==> src/design/mpq_pkg.sv <==
// Shared types, widths and codes for the max priority queue.
// No dependencies; every other file of the block imports it.
package mpq_pkg;

  localparam int DATA_W        = 32;
  localparam int OP_W          = 2;
  localparam int ST_W          = 2;
  localparam int CNT_OUT_W     = 7;
  localparam int CAP_W         = 7;
  localparam int DEPTH_DEFAULT = 64;
  localparam int OR_GROUP      = 16;   // match flags folded per first-level OR register
  localparam int APB_ADDR_W    = 3;
  localparam int APB_DATA_W    = 32;

  typedef logic signed [DATA_W-1:0] value_t;

  localparam logic [OP_W-1:0] OP_INSERT = 2'd0;
  localparam logic [OP_W-1:0] OP_REMOVE = 2'd1;
  localparam logic [OP_W-1:0] OP_SEARCH = 2'd2;

  localparam logic [ST_W-1:0] ST_DONE  = 2'd0;
  localparam logic [ST_W-1:0] ST_FULL  = 2'd1;
  localparam logic [ST_W-1:0] ST_EMPTY = 2'd2;

  // Register index, taken from the word address bits of paddr
  localparam logic [APB_ADDR_W-3:0] REG_CAPACITY = 1'b0;

  localparam logic [CAP_W-1:0] CAP_RESET = 7'd64;

  // Command broadcast from the controller to every cell
  typedef struct packed {
    logic   ins;
    logic   rem;
    logic   srch;
    value_t value;
  } cmd_t;

endpackage

==> src/design/mpq_cell.sv <==
// One cell of the sorted systolic array: holds one entry, shifts on insert/remove.
// Depends on mpq_pkg.
module mpq_cell (
  input  logic           clk,
  input  mpq_pkg::cmd_t  cmd,
  input  logic           occ,        // this cell holds a live entry
  input  logic           keep_left,  // left neighbour keeps its entry on insert
  input  mpq_pkg::value_t data_left,
  input  mpq_pkg::value_t data_right,
  output mpq_pkg::value_t data,
  output logic           keep,
  output logic           match
);
  import mpq_pkg::*;

  value_t data_next;

  assign keep = occ && (data >= cmd.value);

  always_comb begin
    data_next = data;
    if (cmd.ins) begin
      if (keep) begin
        data_next = data;
      end else if (keep_left) begin
        data_next = cmd.value;
      end else begin
        data_next = data_left;
      end
    end else if (cmd.rem) begin
      data_next = data_right;
    end
  end

  always_ff @(posedge clk) begin
    data <= data_next;
    if (cmd.srch) begin
      match <= occ && (data == cmd.value);
    end
  end

endmodule

==> config.mk <==
export PLATFORM = sky130hd
export DESIGN_NAME = mpq_cell
export DESIGN_NICKNAME = d
export VERILOG_FILES = /design/src/design/mpq_pkg.sv /design/src/design/mpq_cell.sv
export SDC_FILE = /design/constraint.sdc
export NUM_CORES = 1
export LEC_CHECK = 0
export BUFFER_PORTS_ARGS = -buffer_cell sky130_fd_sc_hd__buf_2
export CAP_MARGIN = 20
export CORE_MARGIN = 4
export CORE_UTILIZATION = 30
export CTS_CLUSTER_SIZE = 20
export DETAILED_ROUTE_END_ITERATION = 8
export HOLD_SLACK_MARGIN = 0.08
export PLACE_DENSITY = 0.53
export SETUP_SLACK_MARGIN = 0.05
export SYNTH_ARGS = -nofsm -noshare
export SYNTH_HDL_FRONTEND = slang
export SYNTH_SLANG_ARGS = --single-unit
export TNS_END_PERCENT = 100
==> constraint.sdc <==
create_clock -name clk -period 4.17 [get_ports clk]
set_clock_uncertainty 0.1 [all_clocks]
set_input_delay 0.2085 -clock clk [delete_from_list [all_inputs] [get_ports clk]]
set_output_delay 0.2085 -clock clk [all_outputs]
set_load 0.1 [all_outputs]
Word level (Yosys, flattened, before mapping)
Index checks and enable logic that the tools add are counted.

word-level totals
  output and inout port bits = 34
  memories kept = 0
  bits in writable memories = 0
  bits in read-only memories = 0
  register bits = 33
  bits in latches = 0

operators by class
  bitwise operators = 0
  order comparisons = 1
  mux-type cells = 4
  reductions and logical operators = 4
  shifts and indexed selects = 0
  $mul = 0
  add/sub/neg operators = 0
  divide/modulo/power cells = 0
  equal/unequal tests = 2

operators with widths
  kind                                           count
  2-to-1 mux 32 bit                              4
  equality test 32 bit                           1
  greater-or-equal comparator 32 bit             1
  logical AND 1 bit                              2
  inequality test 2 bit (second input constant)  1
  AND reduction 2 bit                            1
  nonzero test 2 bit                             1

Logic depth before layout (Yosys ltp)
Gate-level depths: netlist of run 1.

  depth after elaboration = 4
  mapped depth = 8
  mapped depth without buffers = 8

Worst setup path after synthesis of run 1
Ideal clock, no wire load.

  path kind = register to register
  start = reg data[14]
  end = reg data[0], enable pin
  clock period less this slack = 3.856 ns
  setup slack = 0.314 ns
  data arrival time = 3.354 ns
  stages on the path, launching flop included = 8
  path buffers = 0
  library setup time = 0.402 ns
  cell sequence = edfxtp_1 -> ha_1 -> and4_1 -> and3_2 -> a221oi_1 -> a41o_1 -> nand4_1 -> a41oi_2

between the ends
  word-level cells in the longest chain between the ends = 4

RTL lines
  element                                 line            RTL
  from (decl)                             mpq_cell.sv:10  output mpq_pkg::value_t data,
  from (signal assigned)                  mpq_cell.sv:36  data <= data_next;
  greater-or-equal comparator 32 bit      mpq_cell.sv:18  assign keep = occ && (data >= cmd.value);
  logical AND 1 bit                       mpq_cell.sv:18
  inequality test 2 bit (no source line)  --
  AND reduction 2 bit (no source line)    --

Every way passes these cells.
A chain may end at the register's enable or synchronous reset.

Worst setup path in the final report of run 1
  start = reg data[14]
  end = out keep

between the ends
  word-level cells in the longest chain between the ends = 2

RTL lines
  element                             line            RTL
  greater-or-equal comparator 32 bit  mpq_cell.sv:18
  logical AND 1 bit                   mpq_cell.sv:18
  to (decl)                           mpq_cell.sv:11  output logic keep,

Every way passes these cells.

==> results of run 1 <==
==> routing by layer <==
layer | track usage | wire (um)
met1 | 0.172 | 3050
met2 | 0.243 | 3500
met3 | 0.0264 | 393
met4 | 0.0342 | 87
met5 | 0 | 0
==> worst max-delay path, cell delays in order, from the launching register on <==
cell      delay (ps)
edfxtp_1         410
ha_1             300
and4_1           250
and3_2           200
a221oi_1         260
a41o_1           270
a21o_1           180
and3_1           160
buf_2            430
==> how the worst max path moves through the flow <==
| stage | end | slack, ps | startpoint |
|---|---|---|---|
| floorplan | data[0] | 310 | data[14] |
| global placement | data[17] | 1390 | data[31] |
| detailed placement | data[19] | 1350 | data[31] |
| CTS | keep | 1080 | data[14] |
| global route | keep | 940 | data[14] |
| finish | keep | 1120 | data[14] |
==> timing repair <==
action | 4_1_cts | 5_1_grt
resized for setup | 0 | 0
hold buffers | 1 | 0
endpoints found under the hold margin | 1 | 0
==> report_power, final <==
part	total, mW	internal (mW)	switching [mW]
clock network	0.307	0.176	0.131
registers	0.431	0.413	0.0183
logic	0.559	0.141	0.418
total	1.30	0.730	0.568
==> sequential cells by signal (all words and copies together), names as in the netlist <==
| signal | cells |
|---|---|
| match | 1 |
| data | 32 |
==> per-stage QoR <==
stage / utilization / cell area, um2 / instances / worst slack (ps) / total power, mW
2_1_floorplan: - / 2540 / 266 / 314 / 0.862
3_3_place_gp: 0.405 / 3330 / 498 / 1390 / 0.996
3_5_place_dp: 0.405 / 3330 / 498 / 1350 / 1.00
4_1_cts: 0.420 / 3450 / 507 / 1080 / 1.31
5_1_grt: 0.420 / 3450 / 507 / 944 / 1.37
6_report: 0.420 / 3450 / 507 / 1120 / 1.30
==> layout make-up <==
cell class                      count  area [um2]  area share
Clock buffer                        5        68.8      0.0200
Inverter                           33         124      0.0359
Sequential cell                    33         991       0.287
Multi-Input combinational cell    189        1380       0.401
Tap cell                          105         131      0.0381
Timing Repair Buffer              139         708       0.205
Clock inverter                      3        41.3      0.0120
==> kinds of logic (layout without fill, tap and decap cells) <==
| kind of cell | after synthesis | after routing | share of synthesized area |
|---|---|---|---|
| buffers and inverters | 44 | 180 | 0.0708 |
| and+or+nand+nor | 65 | 65 | 0.125 |
| adders and majority gates | 32 | 32 | 0.157 |
| AOI/OAI and AO/OA | 60 | 60 | 0.131 |
| DFF | 33 | 33 | 0.390 |
| muxes | 32 | 32 | 0.126 |
==> layout by cell type (no fill, tap or decap), drive strengths merged, types with 2 or more instances in the layout <==
master	instances
nand3	4
clkbuf	5
buf	138
and4	3
and3	4
nor2b	3
nor2	33
ha	32
a21oi	45
nand4	6
inv	33
o21ai	7
mux2i	32
edfxtp	33
nand2	8
a21o	2
==> impl_metrics.ini, run 1 <==
[grt]
grt-ovfl-total = 0
antenna_found_initial = 0
grt_max_degree = 68
grt_pass1_vias = 2404
grt_pass1_wl_um = 11000
grt_usage = 0.137

[synth]
synth_edf_count = 33
yosysUniqueCellTypes = 29
syn_inst = 266
synth_top_area_cell = edfxtp_1
ys_seq_area_frac = 0.390
syn_nets = 400
ys_async_sr_fraction = 0
synth_common_cells = 45 x a21oi_1, 33 x edfxtp_1, 33 x inv_1, 33 x nor2_1
syn_area_um2 = 2540
synth.area.top_cells = edfxtp_1 39%, ha_1 16%, mux2i_1 13%
yosysMostFrequentCell = a21oi_1
yosysWarnings = 0
ys_ff_latch = 33
syn_area_per_cell_um2 = 9.56
synth_ff_type = edfxtp_1
netlist.area_leader.share = 0.390

[power]
power_density_nw_per_um2 = 376
peakVddDrop_mv = 0.159
leakage_nw = 1.75

[routing]
vias_per_cell = 4.66
wl_per_cell_um = 13.9
routed_wl_um = 7030
ant_nets = 0
drc = 0
vias = 2362
dr.pass1.iters = 4
drt_iter0_markers = 32

[clocking]
clkSinkCount = 33
post_cts_buffers = 0
path_clk_slew_ps = 80
insertion_delay_ps = 290
cts_root_buf = clkbuf_8
numCtsBuffers = 5
cts_max_path_buffers = 2
cts_tree = done
cts.htree.levels = 2

[placed_design]
io_buffers = 135
gp_congestion = 0.746
place_hpwl_um = 5790

[sta]
fmax_ghz = 0.328
finalHoldViolCount = 0
min_period_ps = 3050
worstMarginPinSlew_ps = 1030
tns_ps = 0
relSlewSlack = 0.311
period_share = 0.732
setup_violations = 0
finalMaxSlewViolations = 0
grt_setup_unrepaired = false
fin_worst_hold_slack_ps = 140

[setup_path]
reg2reg_depth = 7
timing.rr.end = data[19]
startpoint_type = flop
crit_arrival_ps = 2740
worstPathRequired_ps = 3860
cp_max_fo = 5
r2r_setup_slack_ps = 1330
rr_startpoint = data[31]
cp-end-kind = output port
path_class = flop to output port

[die]
io_pins = 136
fp.dieW_um = 100
dieArea_um2 = 10000
core-area_um2 = 8220
fp.dieH_um = 100
start_util = 0.310
rows = 33

[min_path]
min_to = data[4]
hold_path_depth = 3
hold_path_class = primary input to flop
worstHoldStart = data_right[4]

[cells_and_area]
n_fill_cell = 866
layout-drive-gt1-share = 0.373
layout.nets = 535
num_antenna_cells = 0
syn_to_final_growth_pct = 35.6

[job]
cap_violations = 0

[run_status]
status = complete, no violations
(Power assumes the default switching activity.)
==> run 2, diff against run 1 <==
- clock period: 4.17 -> 2.88 ns (I/O delays scaled with it)
==> impl_metrics.ini, run 2 (synthesis gave the netlist of run 1 again) <==
[die]
core-area_um2 = 8220
io_pins = 136
rows = 33
fp.dieW_um = 100
start_util = 0.310
dieArea_um2 = 10000
fp.dieH_um = 100

[min_path]
worstHoldStart = data_right[13]
min_to = data[13]
hold_path_class = primary input to flop
hold_path_depth = 3

[power]
p_switching_mw = 0.792
leakage_nw = 1.78
p_clk_frac = 0.176
p_sw_frac = 0.443
power_density_nw_per_um2 = 501
combPwrFrac = 0.471
peakVddDrop_mv = 0.201
power_frac_seq = 0.352
finalPower_mw = 1.79
intPower_mw = 0.995

[clocking]
cts_root_buf = clkbuf_8
cts.htree.levels = 2
numCtsBuffers = 5
cts_tree = done
cts_max_path_buffers = 2
path_clk_slew_ps = 60
insertion_delay_ps = 280
clkSinkCount = 33

[setup_path]
startpoint_type = flop
path_buf_inv = 1
r2r_setup_slack_ps = 140
crit_arrival_ps = 2500
path_cells = ha_4 -> nand4_1 -> or4_4 -> a41o_1 -> a21o_1 -> and3_4 -> buf_12
cpPeakStageDelay_ps = 560
reg2reg_depth = 7
cp_max_fo = 3
cpMaxStageDelayCell = or4_4
rr_startpoint = data[17]
timing.rr.end = data[11]
cp-end-kind = output port
path_class = flop to output port
critical-path-top-delay-family = simple AND/OR/NAND/NOR gates
worstPathRequired_ps = 2640

[cells_and_area]
final_cell_count_no_fill = 513
mostFrequentLayoutCells = 134 x buf_2, 45 x a21oi_1, 33 x inv_1, 33 x nor2_1, 33 x edfxtp_1
layout-drive-gt1-share = 0.390
design_area_um2 = 3560
layout.nets = 542
largest_reg_flops = 32
top_register = data
syn_to_final_growth_pct = 40.1
top_regs = data x32, match x1
layout_commonest_cell = buf_2
num_antenna_cells = 0

[grt]
grt_usage = 0.137
grt_pass1_wl_um = 11100
grt-ovfl-total = 0
grt_max_degree = 48
grt_pass1_vias = 2428
antenna_found_initial = 0

[sta]
period_share = 0.952
worstMarginPinSlew_ps = 946
relSlewSlack = 0.369
min_period_ps = 2740
tns_ps = 0
setup_violations = 0
finalMaxSlewViolations = 0
finalHoldViolCount = 0
worst_slack_ps = 138
grt_setup_unrepaired = true
fmax_ghz = 0.365

[placed_design]
gp_congestion = 0.755
dp_slack_ps = 150
io_buffers = 135
dp_cells = 499
place_area_um2 = 3390
place_hpwl_um = 5870

[run_status]
status = complete, no violations

[routing]
met3_length_um = 477
ant_nets = 0
wl_met2_um = 3510
routed_wl_um = 6890
route.top_layer_used = met4
wl_per_cell_um = 13.4
met1_length_um = 2850
vias = 2328
vias_per_cell = 4.54
dr.pass1.iters = 6
drc = 0
drt_iter0_markers = 49

[job]
cap_violations = 0
run 2: per-layer routing:
| layer | vias up | GRT usage |
|---|---|---|
| li1 | 1241 | - |
| met3 | 4 | 0.0341 |
| met4 | 0 | 0.0311 |
| met2 | 65 | 0.247 |
| met1 | 1018 | 0.165 |
| met5 | - | 0 |
run 2: worst max path at each step:
stage	start	end	slack (ps)	cells past startpoint
global placement	data[14]	data[27]	200	8
global route	data[17]	data[11]	20	7
CTS	data[14]	keep	60	8
detailed placement	data[18]	data[26]	150	7
floorplan	data[20]	data[0]	-630	6
finish	data[17]	keep	140	7
run 2: power by group through the flow:
stage          Combinational [mW]  Clock [mW]  Sequential, mW
5_1_grt                     0.913       0.361           0.635
3_5_place_dp                0.832           0           0.639
3_3_place_gp                0.828           0           0.635
2_1_floorplan               0.249           0            1.01
4_1_cts                     0.840       0.336           0.629
6_report                    0.842       0.315           0.630
run 2: repair_timing:
| item | 4_1_cts | 5_1_grt |
|---|---|---|
| hold endpoints to repair | 5 | 0 |
| setup buffers | 0 | 2 |
| pin swaps | 1 | 3 |
| endpoints found under the setup margin | 1 | 24 |
| resized for setup | 0 | 7 |
| hold buffers | 5 | 0 |
run 2: worst reg2reg max path, stage by stage, from the launching register on:
cell and delay [ps]:
edfxtp_1 430, ha_4 300, nand4_1 110, or4_4 560, a41o_1 250, a21o_1 220, a41oi_4 240, buf_4 230
run 2: per-stage QoR:
| step | hold WS, ps | util |
|---|---|---|
| after floorplan | 156 | - |
| after global placement | 253 | 0.413 |
| after detailed placement | 253 | 0.413 |
| after CTS | 80.3 | 0.428 |
| after global routing | 93.3 | 0.434 |
| final | 89.9 | 0.434 |
run 2: final cells by class:
type	instances	area (um2)
Clock inverter	1	3.75
Fill cell	838	4650
Multi-Input combinational cell	189	1450
Inverter	33	124
Timing Repair Buffer	146	790
Tap cell	105	131
Sequential cell	33	991
Clock buffer	6	72.6
==> run 3, diff against run 2 <==
- BUFFER_PORTS_ARGS: -buffer_cell sky130_fd_sc_hd__buf_2 -> -buffer_cell sky130_fd_sc_hd__buf_4
==> impl_metrics.ini, run 3 (synthesis gave the netlist of run 1 again) <==
[run_status]
status = complete, no violations

[grt]
grt_pass1_wl_um = 11100
grt_pass1_vias = 2360
grt-ovfl-total = 0
grt_max_degree = 68
grt_usage = 0.139
antenna_found_initial = 0

[power]
power_density_nw_per_um2 = 478
p_switching_mw = 0.800
power_frac_seq = 0.338
combPwrFrac = 0.489
leakage_nw = 1.89
peakVddDrop_mv = 0.153
intPower_mw = 1.06
p_clk_frac = 0.172
finalPower_mw = 1.86
p_sw_frac = 0.430

[sta]
worstMarginPinSlew_ps = 632
finalMaxSlewViolations = 0
tns_ps = 0
setup_violations = 0
period_share = 0.957
relSlewSlack = 0.579
min_period_ps = 2760
finalHoldViolCount = 0
fmax_ghz = 0.363
worst_slack_ps = 124
grt_setup_unrepaired = true

[die]
dieArea_um2 = 10000
io_pins = 136
fp.dieW_um = 100
core-area_um2 = 8220
fp.dieH_um = 100
rows = 33
start_util = 0.310

[routing]
drc = 0
ant_nets = 0
dr.pass1.iters = 4
wl_per_cell_um = 13.8
drt_iter0_markers = 31
routed_wl_um = 7050
vias_per_cell = 4.62
vias = 2361

[placed_design]
gp_congestion = 0.692
io_buffers = 135
dp_slack_ps = 126
place_area_um2 = 3700
place_hpwl_um = 5870

[clocking]
cts.htree.levels = 2
insertion_delay_ps = 280
cts_root_buf = clkbuf_8
path_clk_slew_ps = 70
numCtsBuffers = 5
cts_tree = done
cts_max_path_buffers = 2
clkSinkCount = 33

[cells_and_area]
fin_util = 0.474
layout_commonest_cell = buf_4
syn_to_final_growth_pct = 53.0
mostFrequentLayoutCells = 135 x buf_4, 45 x a21oi_1, 33 x inv_1, 33 x nor2_1, 33 x edfxtp_1
n_fill_cell = 818
layout-drive-gt1-share = 0.384
top_register = data
design_area_um2 = 3890
layout.nets = 540
top_regs = data x32, match x1
num_antenna_cells = 0
largest_reg_flops = 32

[setup_path]
cp-end-kind = output port
startpoint_type = flop
setup.worst_path.start = data[31]
crit_arrival_ps = 2510
rr_startpoint = data[31]
path_class = flop to output port
worstPathRequired_ps = 2640
cp_max_fo = 6

[min_path]
hold_path_class = primary input to flop
worstHoldStart = data_right[8]

[job]
cap_violations = 0
-- run 3: routing by layer --
layer,wire (um),up-vias,global-route usage
li1,-,1247,-
met5,0,-,0
met1,2970,1045,0.167
met4,80,0,0.0342
met2,3540,63,0.249
met3,455,6,0.0341
-- run 3: worst paths after layout --
path,to,slack [ps],depth (start not counted)
hold reg to reg,match,870,3
setup reg to reg,data[31],130,7
setup / recovery,keep,120,7
hold / removal,data[8],80,3
-- run 3: cell type report --
| class | count | area [um2] | share of cell area |
|---|---|---|---|
| Multi-Input combinational cell | 189 | 1450 | 0.372 |
| Timing Repair Buffer | 144 | 1120 | 0.288 |
| Sequential cell | 33 | 991 | 0.255 |
| Tap cell | 105 | 131 | 0.0338 |
| Inverter | 33 | 124 | 0.0318 |
| Clock buffer | 6 | 72.6 | 0.0186 |
| Clock inverter | 1 | 3.75 | 0.000965 |
-- run 3: stage by stage --
step | cells | hold slack (ps)
final | 511 | 84.8
after global routing | 511 | 94.3
after CTS | 510 | 80.1
after detailed placement | 498 | 244
after global placement | 498 | 248
after floorplan | 266 | 156
-- run 3: power by group through the flow --
stage,Combinational [mW],Sequential [mW],Clock (mW)
2_1_floorplan,0.249,1.01,0
3_3_place_gp,0.889,0.637,0
3_5_place_dp,0.891,0.640,0
4_1_cts,0.906,0.630,0.333
5_1_grt,0.980,0.638,0.353
6_report,0.911,0.630,0.321
-- run 3: what timing repair did --
item                       CTS  global route
setup endpoints to repair    1            33
buffers inserted             0             1
resized for setup            3             9
pin swaps                    0             3
hold endpoints to repair     5             0
hold buffers                 5             0
-- run 3: worst max-delay path: stages (launching register included) --
cell and delay, ps:
edfxtp_1 440, ha_4 330, nand4_1 120, or4_4 520
a41o_1 250, a21o_1 220, and3_4 190, buf_12 160
