--- config.mk ---
export PLATFORM = sky130hd
export DESIGN_NAME = mpq_or_tree
export DESIGN_NICKNAME = d
export VERILOG_FILES = /design/src/design/mpq_pkg.sv /design/src/design/mpq_or_tree.sv
export SDC_FILE = /design/constraint.sdc
export NUM_CORES = 1
export LEC_CHECK = 0
export ABC_CLOCK_PERIOD_IN_PS = 1300
export BUFFER_PORTS_ARGS = -buffer_cell sky130_fd_sc_hd__buf_2
export CORE_AREA = 2 2 39 41
export CTS_CLUSTER_SIZE = 25
export DETAILED_ROUTE_END_ITERATION = 6
export DIE_AREA = 0 0 41 43
export PLACE_DENSITY = 0.73
export SLEW_MARGIN = 30
export SYNTH_ARGS = -nofsm -noshare
export SYNTH_HDL_FRONTEND = slang
export SYNTH_SLANG_ARGS = --single-unit
--- constraint.sdc ---
create_clock -name clk -period 1.3 [get_ports clk]
set_clock_uncertainty 0.2 [all_clocks]
set_input_delay 0 -clock clk [delete_from_list [all_inputs] [get_ports clk]]
set_output_delay 0 -clock clk [all_outputs]
set_load 0.03 [all_outputs]
--- src/design/mpq_pkg.sv ---
// Shared types, widths and codes for the max priority queue.
// No dependencies; every other file of the block imports it.
package mpq_pkg;

  localparam int DATA_W        = 32;
  localparam int OP_W          = 2;
  localparam int ST_W          = 2;
  localparam int CNT_OUT_W     = 7;
  localparam int CAP_W         = 7;
  localparam int DEPTH_DEFAULT = 64;
  localparam int OR_GROUP      = 16;   // match flags folded per first-level OR register
  localparam int APB_ADDR_W    = 3;
  localparam int APB_DATA_W    = 32;

  typedef logic signed [DATA_W-1:0] value_t;

  localparam logic [OP_W-1:0] OP_INSERT = 2'd0;
  localparam logic [OP_W-1:0] OP_REMOVE = 2'd1;
  localparam logic [OP_W-1:0] OP_SEARCH = 2'd2;

  localparam logic [ST_W-1:0] ST_DONE  = 2'd0;
  localparam logic [ST_W-1:0] ST_FULL  = 2'd1;
  localparam logic [ST_W-1:0] ST_EMPTY = 2'd2;

  // Register index, taken from the word address bits of paddr
  localparam logic [APB_ADDR_W-3:0] REG_CAPACITY = 1'b0;

  localparam logic [CAP_W-1:0] CAP_RESET = 7'd64;

  // Command broadcast from the controller to every cell
  typedef struct packed {
    logic   ins;
    logic   rem;
    logic   srch;
    value_t value;
  } cmd_t;

endpackage

--- src/design/mpq_or_tree.sv ---
// Two-level registered OR over the cell match flags.
// Depends on mpq_pkg.
module mpq_or_tree #(
  parameter int DEPTH = mpq_pkg::DEPTH_DEFAULT
) (
  input  logic             clk,
  input  logic [DEPTH-1:0] match,
  output logic             hit
);
  import mpq_pkg::*;

  localparam int NG = (DEPTH + OR_GROUP - 1) / OR_GROUP;

  logic [NG*OR_GROUP-1:0] padded;
  logic [NG-1:0]          grp;

  assign padded = (NG*OR_GROUP)'(match);

  always_ff @(posedge clk) begin
    for (int g = 0; g < NG; g++) begin
      grp[g] <= |padded[g*OR_GROUP +: OR_GROUP];
    end
    hit <= |grp;
  end

endmodule
**Yosys cells after proc, flatten, opt, wreduce, memory -nomap -nowiden**

Index checks and enable logic that the tools add are counted.

- Bits in registers: 5
- Output and inout port bits: 1
- Logic and storage cells: 7
- Input port bits: 65

- Reductions and logical operators: 5

Operators by type and width:

| cell | count |
|---|---|
| $reduce_or 16->1 | 4 |
| $reduce_or 4->1 | 1 |

**Logic depth before layout (Yosys ltp)**

Gate-level depths: netlist of run 1.

- Word-level depth: 1
- Depth in mapped cells: 2
- Gate-level depth less buffers: 2

**Worst setup path after synthesis of run 1**

OpenSTA, ideal clock, no wires.

- Kind: register -> register
- Start point: reg grp[1]
- End point: reg hit
- Required time: 0.966 ns
- Arrival: 0.758 ns
- Buffers on the path: 0
- Library setup time: 0.134 ns
- Stages on the path, launching flop included: 2
- Clock period less this slack: 1.093 ns
- Setup slack: 0.207 ns
- Path through: dfxtp_1 -> or4_1

- Word-level cells in the longest chain between the ends: 1

RTL lines:

| what | RTL line | source |
|---|---|---|
| from (decl) | mpq_or_tree.sv:15 | `logic [NG-1:0] grp;` |
| from (signal, indexed assignment) | mpq_or_tree.sv:21 | `grp[g] <= \|padded[g*OR_GROUP +: OR_GROUP];` |
| $reduce_or 4->1 | mpq_or_tree.sv:23 | `hit <= \|grp;` |
| to (signal assigned) | mpq_or_tree.sv:23 |  |
| to (decl) | mpq_or_tree.sv:8 | `output logic hit` |

No other way between the ends.

**Worst setup path after layout of run 1**

- Start point: in match[26]
- End point: reg grp[1]

- Word-level cells in the longest chain between the ends: 1

RTL lines:

| what | RTL line | source |
|---|---|---|
| from (decl) | mpq_or_tree.sv:7 | `input logic [DEPTH-1:0] match,` |
| $reduce_or 16->1 | mpq_or_tree.sv:21 |  |

No other way between the ends.

==> summary.md, run 1 <==
* **outcome** finished with violations
* **violations in the final reports** setup timing
* **global-route usage over all layers** 35.1%
* **1st-pass router iterations** 4
* **number of cells on the worst reg-to-reg path** 1
* **total chip power** 645 uW
* **critical hold path startpoint** grp[0]$_DFF_P_
* **antenna diode count** 0
* **final critical-path share of the clock period** 103%
* **power density over cell area** 502 mW/mm^2
* **M1 GR Usage** 37.7%
* **layout cells sized above 1** 46.5%
* **via count of the first global-routing pass** 976
* **detailed-route vias per instance** 5.27
* **initial antenna violation count** 0
* **num ports** 66
* **vias** 922
* **maximum clock rate** 750 MHz
* **worst reg2reg startpoint** grp[1]$_DFF_P_
* **residual antenna-violating net count after detailed routing** 0
* **slew at the pin with the worst max-slew slack** 0.400 ns
* **kind of end point of the critical path** flop
* **FF/Latch Area** 100 um^2
* **kind of cell adding the most delay to the critical path** buffers and inverters
* **r2r endpoint** hit$_DFF_P_
* **wire length reported by the detailed router** 3350 um
* **number of buffers and inverters on the critical path** 2
* **total area of multi-input combinational cells** 173 um^2
* **met2 track demand over resource** 61.3%
* **capture endpoint of the worst hold path** hit$_DFF_P_
* **pins over their slew limit** 0
* **Die Span Y** 43 um
* **residual overflow from global routing** 0
* **number of distinct library cell variants in the gate-level netlist after synthesis** 4
* **final number of setup-violating endpoints** 2
* **maximum cell stage delay along the critical path** 0.55 ns
* **maximum level of the CTS H-tree** 1
* **Filler cells** 57
* **hold path depth** 1
* **area enclosed by the die boundary** 0.00176 mm^2
* **global-route wire length before repair** 4140 um
* **number of clock sinks** 5
* **setup TNS** -0.0525 ns
* **layer carrying the most global-route usage** met2
* **net count of the finished layout** 225
* **Final Util** 92.9%
* **core area** 0.00138 mm^2
* **hold crit path type** flop to flop
* **count of yosys warnings during synthesis** 0
* **CP Cell Sequence** dlygate4sd3_1 -> buf_2 -> nor4_1 -> nand4_1
* **cell accounting for the most synthesized area** sky130_fd_sc_hd__dfxtp_1
* **horizontal extent of the die** 41 um
* **Req. time, crit path** 1.21 ns
* **Max FO, Critical Path** 1
* **share of the synthesized area in the top cell type** 43.0%
* **number of design-rule violations left by the first detailed-router iteration** 40
* **type of the setup path with the least slack** input pin to flop
* **layout overhead on the synthesized area** 453%
* **standard cell area after detailed placement** 578 um^2
* **Starting Density** 16.8%
* **final count of hold timing violations** 0
* **clock-pin slew on the worst setup and hold paths** 0.06 ns
* **worst voltage drop across the vdd grid** 423 uV
* **slowest library cell on the worst path** sky130_fd_sc_hd__dlygate4sd3_1
* **setup slack of the worst register-to-register path** 0.15 ns
* **setup slack of the critical path after layout** -0.0330 ns
* **number of placement rows** 14
* **Final min period** 1.33 ns
* **mean instance size in the synthesized netlist** 8.95 um^2
* **number of max-cap violations** 0
* **standby leakage power** 0.000592 uW
* **IO buf count** 65
* **last weighted congestion value of the routability-driven placer** 0.701
* **Cell Area, Synth** 233 um^2
* **CTS tree** built
* **Gate Count Post-Synth** 26
* **pin count of the biggest net entering global routing** 5
* **critical path arrival** 1.25 ns
* **largest cells by area after synthesis** sky130_fd_sc_hd__dfxtp_1 (43%), sky130_fd_sc_hd__nor4_1 (43%), sky130_fd_sc_hd__nand4_1 (11%), sky130_fd_sc_hd__or4_1 (3.2%)
* **final instance count without filler cells** 175
* **clock tree root driver cell** sky130_fd_sc_hd__clkbuf_4
* **Post-Layout Inst Area** 0.00129 mm^2
* **latest clock arrival within the worst-skew pair** 0.26 ns
* **Inst Count DP** 107
* **met3 demand-to-capacity share in global routing** 8.38%
* **flops & latches, synth** 5
* **crit path launch type** input pin
* **Synthesized Nets** 91
* **sequential-to-total area share from yosys stat** 43.0%
* **clk buf depth** 2
* **clock buffer count from CTS** 3
* **Relative slew margins** 73.1%
* **average wire length per cell after detail routing** 19.1 um
* **post-detailed-route DRC marker count** 0
[cell usage after synthesis (all sizes together)]
library cell  number
nand4              4
nor4              16
or4                1
dfxtp              5
[how the worst max path moves through the flow]
| stage | start | endpoint | slack, ns | depth (start not counted) |
|---|---|---|---|---|
| floorplan | grp[1]$_DFF_P_ | hit$_DFF_P_ | 0.21 | 1 |
| global placement | grp[1]$_DFF_P_ | hit$_DFF_P_ | 0.20 | 1 |
| detailed placement | grp[1]$_DFF_P_ | hit$_DFF_P_ | 0.19 | 1 |
| CTS | match[49] | grp[3]$_DFF_P_ | 0.13 | 4 |
| global route | match[26] | grp[1]$_DFF_P_ | -0.06 | 4 |
| finish | match[26] | grp[1]$_DFF_P_ | -0.03 | 4 |
[cell usage in the layout, fill, tap and decap left out]
cell / Yosys / routed
sky130_fd_sc_hd__nor4_4: 0 / 1
sky130_fd_sc_hd__nor4_2: 0 / 4
sky130_fd_sc_hd__buf_2: 0 / 65
sky130_fd_sc_hd__nand4_1: 4 / 4
sky130_fd_sc_hd__clkbuf_4: 0 / 3
sky130_fd_sc_hd__nor4_1: 16 / 11
sky130_fd_sc_hd__clkinv_2: 0 / 1
sky130_fd_sc_hd__dfxtp_1: 5 / 5
sky130_fd_sc_hd__dlygate4sd3_1: 0 / 64
sky130_fd_sc_hd__or4_1: 1 / 1
[flip-flops by register name, summed over array words and instances, names as in the netlist]
| name | cells |
|---|---|
| grp | 4 |
| hit | 1 |
[report_power, final]
| group | internal, uW | switching [uW] |
|---|---|---|
| sequential | 153 | 0.000801 |
| combinational | 202 | 91.9 |
| clock | 113 | 85.2 |
[logic make-up after synthesis]
kind of cell / after synthesis / synth area share [%]
flops: 5 / 43.0
simple gates: 21 / 57.0
[metal layers]
metal	vias to the layer above	routed length, um
li1	386	-
met2	87	1670
met4	0	234
met5	-	0
met1	419	1140
met3	30	302
[cell type report]
class | instances | area share (%)
tap | 16 | 1.56
sequential | 5 | 7.78
clock buffer | 3 | 1.75
clock inverter | 1 | 0.389
multi-input combinational | 21 | 13.4
timing repair buffer | 129 | 75.1
[timing repair]
action | in CTS | in global routing
hold endpoints to repair | 4 | 0
setup endpoints to repair | 0 | 2
hold buffers | 64 | 0
setup buffers | 0 | 0
gates resized for setup | 0 | 6
[metrics by stage]
| step | hold WS [ns] | setup slack, ns |
|---|---|---|
| after floorplan | -0.0966 | 0.207 |
| after global placement | 0.0103 | 0.203 |
| after detailed placement | 0.00594 | 0.192 |
| after CTS | 0.215 | 0.126 |
| after global routing | 0.248 | -0.0557 |
| final | 0.234 | -0.0330 |
No activity file was read; power rests on OpenSTA's default activity.
==> run 2: changes to the inputs <==
--- a/config.mk
+++ b/config.mk
@@ -5,7 +5,7 @@
 export SDC_FILE = /design/constraint.sdc
 export NUM_CORES = 1
 export LEC_CHECK = 0
-export ABC_CLOCK_PERIOD_IN_PS = 1300
+export ABC_CLOCK_PERIOD_IN_PS = 1400
 export BUFFER_PORTS_ARGS = -buffer_cell sky130_fd_sc_hd__buf_2
 export CORE_AREA = 2 2 39 41
 export CTS_CLUSTER_SIZE = 25
==> constraint.sdc (replaced) <==
create_clock -name clk -period 1.4 [get_ports clk]
set_clock_uncertainty 0.2 [all_clocks]
set_input_delay 0 -clock clk [delete_from_list [all_inputs] [get_ports clk]]
set_output_delay 0 -clock clk [all_outputs]
set_load 0.03 [all_outputs]
==> summary.md, run 2 (same netlist as run 1, synthesis figures left out) <==
* **outcome** finished clean
* **Starting Density** 16.8%
* **Regs by FF count** grp x4, hit x1
* **horizontal extent of the die** 41 um
* **total chip power** 574 uW
* **average wire length per cell after detail routing** 16.7 um
* **critical hold path startpoint** grp[0]$_DFF_P_
* **Post-Layout Inst Area** 0.00126 mm^2
* **Filler cells** 66
* **last weighted congestion value of the routability-driven placer** 0.701
* **critical path arrival** 1.23 ns
* **core area** 0.00138 mm^2
* **final critical-path share of the clock period** 94.2%
* **post-detailed-route DRC marker count** 0
* **global-route usage over all layers** 35.1%
* **crit path launch type** input pin
* **net count of the finished layout** 225
* **via count of the first global-routing pass** 976
* **Post-Route Hold Slack** 0.223 ns
* **clock tree root driver cell** sky130_fd_sc_hd__clkbuf_4
* **worst voltage drop across the vdd grid** 466 uV
* **detailed-route vias per instance** 4.82
* **vias** 844
* **residual antenna-violating net count after detailed routing** 0
* **clock-pin slew on the worst setup and hold paths** 0.05 ns
* **maximum level of the CTS H-tree** 1
* **hold crit path type** flop to flop
* **Inst Count DP** 107
* **1st-pass router iterations** 5
* **residual overflow from global routing** 0
* **maximum clock rate** 758 MHz
* **latest clock arrival within the worst-skew pair** 0.25 ns
* **number of placement rows** 14
* **power density over cell area** 456 mW/mm^2
* **standard cell area after detailed placement** 578 um^2
* **number of flip-flops in the largest register** 4
* **Final min period** 1.32 ns
* **number of clock sinks** 5
* **final instance count without filler cells** 175
* **antenna diode count** 0
* **setup TNS** 0 ns
* **setup repair after global routing missed its margin** false
* **commonest non-fill, non-tap cells in the layout** sky130_fd_sc_hd__buf_2 (65), sky130_fd_sc_hd__dlygate4sd3_1 (64), sky130_fd_sc_hd__nor4_1 (14)
* **number of max-cap violations** 0
* **Max FO, Critical Path** 1
* **final number of setup-violating endpoints** 0
* **clock buffer count from CTS** 3
* **pin count of the biggest net entering global routing** 5
* **CTS tree** built
* **pins over their slew limit** 0
* **Die Span Y** 43 um
* **clk buf depth** 2
* **wire length reported by the detailed router** 2920 um
* **most common cell after layout, fill and taps aside** sky130_fd_sc_hd__buf_2
* **initial antenna violation count** 0
* **final count of hold timing violations** 0
* **standby leakage power** 0.000589 uW
* **type of the setup path with the least slack** input pin to flop
* **area enclosed by the die boundary** 0.00176 mm^2
* **Biggest register** grp
* **num ports** 66
* **global-route wire length before repair** 4140 um
* **number of design-rule violations left by the first detailed-router iteration** 20
* **kind of end point of the critical path** flop
* **CP Launch Point** match[6]
* **layout overhead on the synthesized area** 441%
* **slew at the pin with the worst max-slew slack** 0.391 ns
* **worst reg2reg startpoint** grp[1]$_DFF_P_
* **layout cells sized above 1** 44.7%
* **Relative slew margins** 73.7%
* **IO buf count** 65
* **Req. time, crit path** 1.31 ns
run 2: cell counts in the layout (fill, tap and decap cells not counted):
Identical to the previous run, type by type.
run 2: worst paths after layout:
check                                       to  slack [ns]  depth (start not counted)
worst min register to register     hit$_DFF_P_        0.22                          1
worst max-delay path            grp[0]$_DFF_P_        0.08                          4
worst max register to register     hit$_DFF_P_        0.27                          1
worst min-delay path               hit$_DFF_P_        0.22                          1
run 2: final cells by class:
type,instances,area (um^2),area share [%]
clock inverter,1,5.00,0.398
tap,16,20.0,1.59
multi-input combinational,21,145,11.5
clock buffer,3,22.5,1.79
sequential,5,100,7.95
timing repair buffer,129,966,76.7
run 2: worst max-delay path, stage by stage:
cell and delay, ns:
sky130_fd_sc_hd__dlygate4sd3_1 0.54, sky130_fd_sc_hd__buf_2 0.12, sky130_fd_sc_hd__nor4_1 0.39, sky130_fd_sc_hd__nand4_1 0.16
run 2: power by group:
part           internal, uW  switching, uW  total [uW]
clock                   104           70.0         174
sequential              142       0.000675         142
combinational           185           72.2         257
run 2: per-stage QoR:
step | utilization, % | setup slack [ns]
5_1_grt | 91.0 | 0.0802
3_5_place_dp | 41.8 | 0.292
6_report | 91.0 | 0.0806
2_1_floorplan | - | 0.307
4_1_cts | 90.1 | 0.226
3_3_place_gp | 41.8 | 0.303
run 2: routing by layer:
| layer | global-route usage, % | vias to the layer above | wire, um |
|---|---|---|---|
| li1 | - | 386 | - |
| met1 | 37.7 | 391 | 1130 |
| met2 | 61.3 | 55 | 1480 |
| met3 | 8.38 | 12 | 195 |
| met4 | 13.3 | 0 | 101 |
| met5 | 0 | - | 0 |
run 2: repair_timing:
| item | CTS | global route |
|---|---|---|
| endpoints found under the setup margin | 0 | 1 |
| hold endpoints to repair | 4 | 0 |
| setup buffers | 0 | 0 |
| hold buffers | 64 | 0 |
| resized for setup | 0 | 2 |
==> run 3: changes to the inputs <==
--- a/config.mk
+++ b/config.mk
@@ -11,7 +11,8 @@
 export CTS_CLUSTER_SIZE = 25
 export DETAILED_ROUTE_END_ITERATION = 6
 export DIE_AREA = 0 0 41 43
-export PLACE_DENSITY = 0.73
+export HOLD_SLACK_MARGIN = 0.08
+export PLACE_DENSITY = 0.8
 export SLEW_MARGIN = 30
 export SYNTH_ARGS = -nofsm -noshare
 export SYNTH_HDL_FRONTEND = slang
==> summary.md, run 3 (same netlist as run 1, synthesis figures left out) <==
* **number of flip-flops in the largest register** 4
* **final count of hold timing violations** 0
* **num ports** 66
* **slew at the pin with the worst max-slew slack** 0.325 ns
* **clk buf depth** 2
* **hold path depth** 1
* **r2r endpoint** hit$_DFF_P_
* **number of max-cap violations** 0
* **Gates resized, CTS repair** 0
* **Post-Layout Inst Area** 0.00125 mm^2
* **horizontal extent of the die** 41 um
* **layout cells sized above 1** 43.4%
* **Inst Count DP** 107
* **number of design-rule violations left by the first detailed-router iteration** 8
* **outcome** finished clean
* **latest clock arrival within the worst-skew pair** 0.24 ns
* **clock tree root driver cell** sky130_fd_sc_hd__clkbuf_4
* **residual antenna-violating net count after detailed routing** 0
* **Relative slew margins** 78.2%
* **hold crit path type** flop to flop
* **global-route usage over all layers** 36.8%
* **Regs by FF count** grp x4, hit x1
* **net count of the finished layout** 225
* **Starting Density** 16.8%
* **worst reg2reg startpoint** grp[1]$_DFF_P_
* **Final min period** 1.26 ns
* **vias** 819
* **setup slack of the worst register-to-register path** 0.25 ns
* **Internal** 431 uW
* **average wire length per cell after detail routing** 16.8 um
* **pins over their slew limit** 0
* **global-route wire length before repair** 4220 um
* **maximum clock rate** 794 MHz
* **residual overflow from global routing** 0
* **proportion of power drawn by combinational gates** 44.8%
* **standby leakage power** 0.000588 uW
* **via count of the first global-routing pass** 924
* **number of placement rows** 14
* **type of the setup path with the least slack** input pin to flop
* **detailed-route vias per instance** 4.68
* **clock buffer count from CTS** 3
* **critical hold path startpoint** grp[1]$_DFF_P_
* **core area** 0.00138 mm^2
* **number of cells on the worst reg-to-reg path** 1
* **final instance count without filler cells** 175
* **power density over cell area** 455 mW/mm^2
* **switching part of the total power** 24.0%
* **Req. time, crit path** 1.31 ns
* **power share of the clock group** 30.0%
* **critical path arrival** 1.17 ns
* **crit path launch type** input pin
* **Sw Pwr** 136 uW
* **setup TNS** 0 ns
* **total chip power** 567 uW
* **clock-pin slew on the worst setup and hold paths** 0.05 ns
* **Biggest register** grp
* **kind of end point of the critical path** flop
* **Max FO, Critical Path** 1
* **standard cell area after detailed placement** 578 um^2
* **register share of total power** 25.2%
* **antenna diode count** 0
* **maximum level of the CTS H-tree** 1
* **initial antenna violation count** 0
* **CTS tree** built
* **setup repair after global routing missed its margin** false
* **IO buf count** 65
* **capture endpoint of the worst hold path** hit$_DFF_P_
* **1st-pass router iterations** 4
* **Place WS** 0.289 ns
* **final critical-path share of the clock period** 90.0%
* **Die Span Y** 43 um
* **area enclosed by the die boundary** 0.00176 mm^2
* **worst voltage drop across the vdd grid** 461 uV
* **wire length reported by the detailed router** 2940 um
* **layout overhead on the synthesized area** 435%
* **final number of setup-violating endpoints** 0
* **number of clock sinks** 5
* **most common cell after layout, fill and taps aside** sky130_fd_sc_hd__buf_2
* **post-detailed-route DRC marker count** 0
* **setup slack of the critical path after layout** 0.140 ns
* **commonest non-fill, non-tap cells in the layout** sky130_fd_sc_hd__buf_2 (65), sky130_fd_sc_hd__dlygate4sd3_1 (64), sky130_fd_sc_hd__nor4_1 (16)
* **pin count of the biggest net entering global routing** 5
* **# Post-CTS Setup Buffers** 0
* **last weighted congestion value of the routability-driven placer** 0.679
## run 3: cell counts in the layout (fill, tap and decap cells not counted)
Identical to the previous run, type by type.
## run 3: final cells by class
cell class,count,area [um^2]
repair buffers,129,966
fillers,65,138
multi-input cells,21,133
flip-flops and latches,5,100
clock buffers,3,22.5
well taps,16,20.0
clock inverters,1,5.00
## run 3: critical path, stage by stage
cell and delay, ns:
sky130_fd_sc_hd__dlygate4sd3_1 0.55, sky130_fd_sc_hd__buf_2 0.13, sky130_fd_sc_hd__nor4_1 0.33, sky130_fd_sc_hd__nand4_1 0.15
## run 3: power by group through the flow
stage | sequential (uW) | combinational, uW | clock [uW]
after floorplan | 145 | 8.36 | 0
after global placement | 145 | 91.9 | 0
after detailed placement | 145 | 94.9 | 0
after CTS | 143 | 231 | 176
after global routing | 142 | 266 | 185
final | 143 | 254 | 170
## run 3: metrics by stage
stage / utilization, % / hold WS [ns]
after CTS: 90.1 / 0.218
after global placement: 41.8 / 0.00876
after detailed placement: 41.8 / 0.00927
final: 90.1 / 0.233
after floorplan: - / -0.0966
after global routing: 90.1 / 0.250
## run 3: metal layers
layer  GRT usage (%)  part of all wire [%]  vias to the layer above
li1                -                     -                      386
met1            31.9                    33                      377
met2            70.6                    58                       44
met3            9.42                   4.9                       12
met4            15.3                   4.4                        0
met5               0                     0                        -
## run 3: timing repair
item | CTS | global route
hold endpoints to repair | 4 | 0
hold buffers | 64 | 0
setup endpoints to repair | 0 | 0
## run 3: worst max path at each step
stage / depth (start not counted) / startpoint / end
after floorplan: 1 / grp[1]$_DFF_P_ / hit$_DFF_P_
after global placement: 1 / grp[1]$_DFF_P_ / hit$_DFF_P_
after detailed placement: 1 / grp[1]$_DFF_P_ / hit$_DFF_P_
after CTS: 4 / match[41] / grp[2]$_DFF_P_
after global routing: 4 / match[57] / grp[3]$_DFF_P_
final: 4 / match[32] / grp[2]$_DFF_P_
